## config.mk

```make
export PLATFORM = sky130hd
export DESIGN_NAME = nae_ram
export DESIGN_NICKNAME = d
export VERILOG_FILES = /design/src/design/nae_ram.sv
export SDC_FILE = /design/constraint.sdc
export NUM_CORES = 2
export LEC_CHECK = 0
export ABC_AREA = 0
export BUFFER_PORTS_ARGS = -buffer_cell sky130_fd_sc_hd__buf_2
export CAP_MARGIN = 15
export CORE_UTILIZATION = 50
export DETAILED_ROUTE_END_ITERATION = 6
export PLACE_DENSITY = 0.75
export SETUP_SLACK_MARGIN = 0.05
export SLEW_MARGIN = 30
export SYNTH_ARGS = -nofsm -noshare
export SYNTH_HDL_FRONTEND = slang
export SYNTH_SLANG_ARGS = --single-unit
```

## constraint.sdc

```tcl
create_clock -name i_clk -period 4.35 [get_ports i_clk]
set_clock_uncertainty 0.05 [all_clocks]
set_input_delay 0.435 -clock i_clk [delete_from_list [all_inputs] [get_ports i_clk]]
set_output_delay 0.435 -clock i_clk [all_outputs]
set_load 0.005 [all_outputs]
```

## src/design/nae_ram.sv

```systemverilog
// ----------------------------------------------------------------------------
// nae_ram
// Single-port-write, single-port-read synchronous RAM with registered read.
// ----------------------------------------------------------------------------
module nae_ram #(
    parameter int DATA_W = 16,
    parameter int DEPTH  = 128,
    parameter int ADDR_W = $clog2(DEPTH)
) (
    input  logic              i_clk,
    input  logic              i_we,
    input  logic [ADDR_W-1:0] i_waddr,
    input  logic [DATA_W-1:0] i_wdata,
    input  logic [ADDR_W-1:0] i_raddr,
    output logic [DATA_W-1:0] o_rdata
);

    logic [DATA_W-1:0] r_mem [DEPTH];
    logic [DATA_W-1:0] r_rdata;

    always_ff @(posedge i_clk) begin
        if (i_we) begin
            r_mem[i_waddr] <= i_wdata;
        end
    end

    always_ff @(posedge i_clk) begin
        r_rdata <= r_mem[i_raddr];
    end

    assign o_rdata = r_rdata;

endmodule

```

**After elaboration in Yosys (flattened, before gate mapping)**

Memory sizes are Yosys's and may differ from the RTL's. A register that Yosys moved wholly into a read port is not among the register bits.
Cells that the tools add are included.

- Multiplexer cells: 2

Operator list:

| cell | number |
|---|---|
| 1-bit two-way mux | 2 |

- Flip-flop bits (word level): 0
- Bits in writable memories: 2,048
- Output and inout port bits: 16
- Memories: 1

Memory list:

| name | words | bits a word | read ports | clocked after Yosys merged registers in | write ports | line | source |
|---|---|---|---|---|---|---|---|
| r_mem | 128 | 16 | 1 | 1 | 1 | 18 | `logic [DATA_W-1:0] r_mem [DEPTH];` |

**Depth between registers and ports, before layout**

- Word-level depth: 2
- Mapped depth: 7
- Gate-level depth less buffers: 4

**Least setup slack after synthesis**

OpenSTA, ideal clock, no wires.

- Path kind: input to register
- Start point: input i_raddr[0]
- End point: register r_rdata[0] (netlist: o_rdata[0]) (read register of r_mem)
- Arrival time: 2.809 ns
- Data required time: 4.179 ns
- Slack: 1.370 ns
- Stages: 6
- Cells stage by stage: buf_2 buf_1 mux4_2 mux4_2 mux4_2 mux2_2

RTL lines:

| item | line | source |
|---|---|---|
| start: declaration | 14 | `input logic [ADDR_W-1:0] i_raddr,` |
| end: declaration | 19 | `logic [DATA_W-1:0] r_rdata;` |

==> reports/qor.yml <==
worst_setup_path:
  end_kind: "flop"
  critPathLaunchType: "input pin"
  worstPathArrival_ns: 3.30
  cp_cell_sequence: "buf_8 > buf_12 > buf_12 > mux4_2 > mux4_2 > mux4_2 > mux2_2"
  path_class: "input pin to flop"
  slowest_delay_ns: 0.62
  critical_path.most_common_cell: "mux4_2"
  regToRegSetupSlack_ns: 1.73
  reg2regPathDepth: 4
  crit_required_ns: 5.02
  timing.rr.end: "o_rdata[12]$_DFF_P_"
  timing.rr.start: "r_mem[72][12]$_DFFE_PP_"
  path_buf_inv: 3
  cp_slowest_cell: "mux4_2"
  cp_max_fo: 22
  crit_family: "multiplexers"
cts:
  ctsRootBufferMaster: "clkbuf_16"
  postCtsHoldBufs: 2
  clk_pin_slew_worst_paths_ns: 0.06
  clk_latency_ns: 0.84
  post_cts_buffers: 0
  numCtsBuffers: 189
  cts_resized: 0
  cts_max_path_buffers: 3
  cts_tree: "done"
  ctsHtreeMaxLevel: 4
  cts_sinks: 2064
outcome:
  status: "finished, final reports clean"
detailed_routing:
  initialDrtViolationCount: 5676
  dr_wl_met2_mm: 91.7
  wl_per_cell_um: 34.8
  via_per_inst: 6.58
  drt-total-wl_mm: 195
  drc: 0
  dr.max_layer_used: "met5"
  vias: 37000
  detail-route-antenna-nets: 0
  wl_met3_mm: 24.9
  met1Wirelength_mm: 72.2
  dr.pass1.iters: 7
floorplan:
  rows: 145
  ioPinCount: 48
  initial_utilization: 0.503
  dieHeight_um: 398
  die-width_um: 398
  dieArea_um2: 159000
  design.core.area_um2: 156000
sta:
  min_period_over_period: 0.606
  setup_viol: 0
  max_slew_margin: 0.350
  finalCriticalPeriod_ns: 2.63
  worst_slew_pin_slew_ns: 0.975
  fmax_mhz: 380
  rsz0062_at_grt: "no"
  finalHoldViolCount: 0
  setup-tns-final_ns: 0
  drv_slew: 0
layout:
  final_nets: 3433
  fin_util: 0.573
  final-seq-area_um2: 61800
  drive_gt1_frac: 0.360
  fillCellCount: 10600
  syn_to_final_growth_pct: 13.8
  layout_common_cells: "edfxtp_1 (2048), mux4_2 (672), buf_4 (205), clkbuf_16 (192), nor2_1 (85)"
  multi_input_area_um2: 16100
  mostFrequentLayoutCell: "edfxtp_1"
pwr:
  power_density_nw_per_um2: 453
  p_leak_nw: 27.7
  ir_drop_v: 0.000316
synth:
  synth_area_leaders: "edfxtp_1 (78%), mux4_2 (19%), nor2_1 (0.58%)"
  yosysWarnings: 0
  seq_area_frac_synth: 0.787
  yosys.area.top_type: "edfxtp_1"
  netlist_area_um2: 78500
  ys_types: 17
  syn-num-nets: 3118
  syn_inst: 3086
  avgSynthCellArea_um2: 25.4
  ys_ff_latch: 2064
  yosys.area.top_type_share: 0.783
min_path:
  hold_path_class: "input pin to flop"
  holdCritStartpoint: "i_wdata[3]"
  whs_endpoint: "r_mem[41][3]$_DFFE_PP_"
  holdPathStages: 1
placement:
  port_buffers: 47
  dp_hpwl_mm: 108
  place_congestion: 0.822
global_route:
  grt_usage: 0.248
  overflow: 0
  antenna_found_initial: 28
  grt_pass1_vias: 36400
  grt_pass1_wl_mm: 274
  grt_max_degree: 99
run:
  drv_cap: 0
## synth_stat cells
cell	count
mux4_2	672
edfxtp_1	2048
nor3_1	9
dfxtp_1	16
mux2_2	16
nor2_1	122
nand3_1	12
nand4_1	3
nor2b_1	7
or3_1	1
clkbuf_1	82
nand2b_1	2
buf_6	1
buf_4	1
nand2_1	14
buf_1	28
buf_2	52
## logic make-up after synthesis
kind of cell           after synthesis  synth area share
and+or+nand+nor                    170           0.00888
muxes                              688             0.195
DFF                               2064             0.787
buffers and inverters              164           0.00881
## how the worst max path moves through the flow
| stage | from | endpoint | slack (ns) | cells past startpoint |
|---|---|---|---|---|
| after floorplan | i_raddr[0] | o_rdata[0]$_DFF_P_ | 1.37 | 6 |
| after global routing | i_raddr[0] | o_rdata[3]$_DFF_P_ | 1.70 | 7 |
| after detailed placement | i_raddr[0] | o_rdata[12]$_DFF_P_ | 0.88 | 7 |
| final | i_raddr[0] | o_rdata[6]$_DFF_P_ | 1.72 | 7 |
| after CTS | i_raddr[0] | o_rdata[6]$_DFF_P_ | 1.75 | 7 |
| after global placement | i_raddr[0] | o_rdata[11]$_DFF_P_ | 0.89 | 7 |
## area by class of cell
type | instances | share of cell area
Sequential cell | 2064 | 0.692
Antenna cell | 5 | 0.000140
Timing Repair Buffer | 288 | 0.0299
Multi-Input combinational cell | 858 | 0.181
Tap cell | 2058 | 0.0288
Clock buffer | 239 | 0.0566
Clock inverter | 112 | 0.0119
## report_power, final
| group | switching, mW | internal (mW) | total (mW) | leakage [nW] |
|---|---|---|---|---|
| Combinational | 1.22 | 0.863 | 2.09 | 6.12 |
| Clock | 7.25 | 9.12 | 16.4 | 2.99 |
| Sequential | 0.0815 | 22.0 | 22.0 | 18.5 |
## metal layers
layer / vias to the layer above / global-route usage
met2: 2714 / 0.377
li1: 14100 / -
met5: - / 0
met4: 24 / 0.0805
met3: 412 / 0.0666
met1: 19800 / 0.354
## stage by stage
stage,total power [mW],setup WS (ns),instances,hold WS (ns),instance area [um^2]
floorplan,23.5,1.37,3086,0.484,78500
global placement,24.5,0.890,5260,0.880,83000
detailed placement,24.5,0.883,5262,0.868,83100
CTS,40.6,1.75,5615,0.0956,89200
global route,41.4,1.70,5620,0.0570,89300
finish,40.5,1.72,5624,0.0227,89400
## registers in the layout, summed over array words and instances (netlist names)
name,count
r_mem,2048
o_rdata,16
Power figures use the tool's default switching activity.
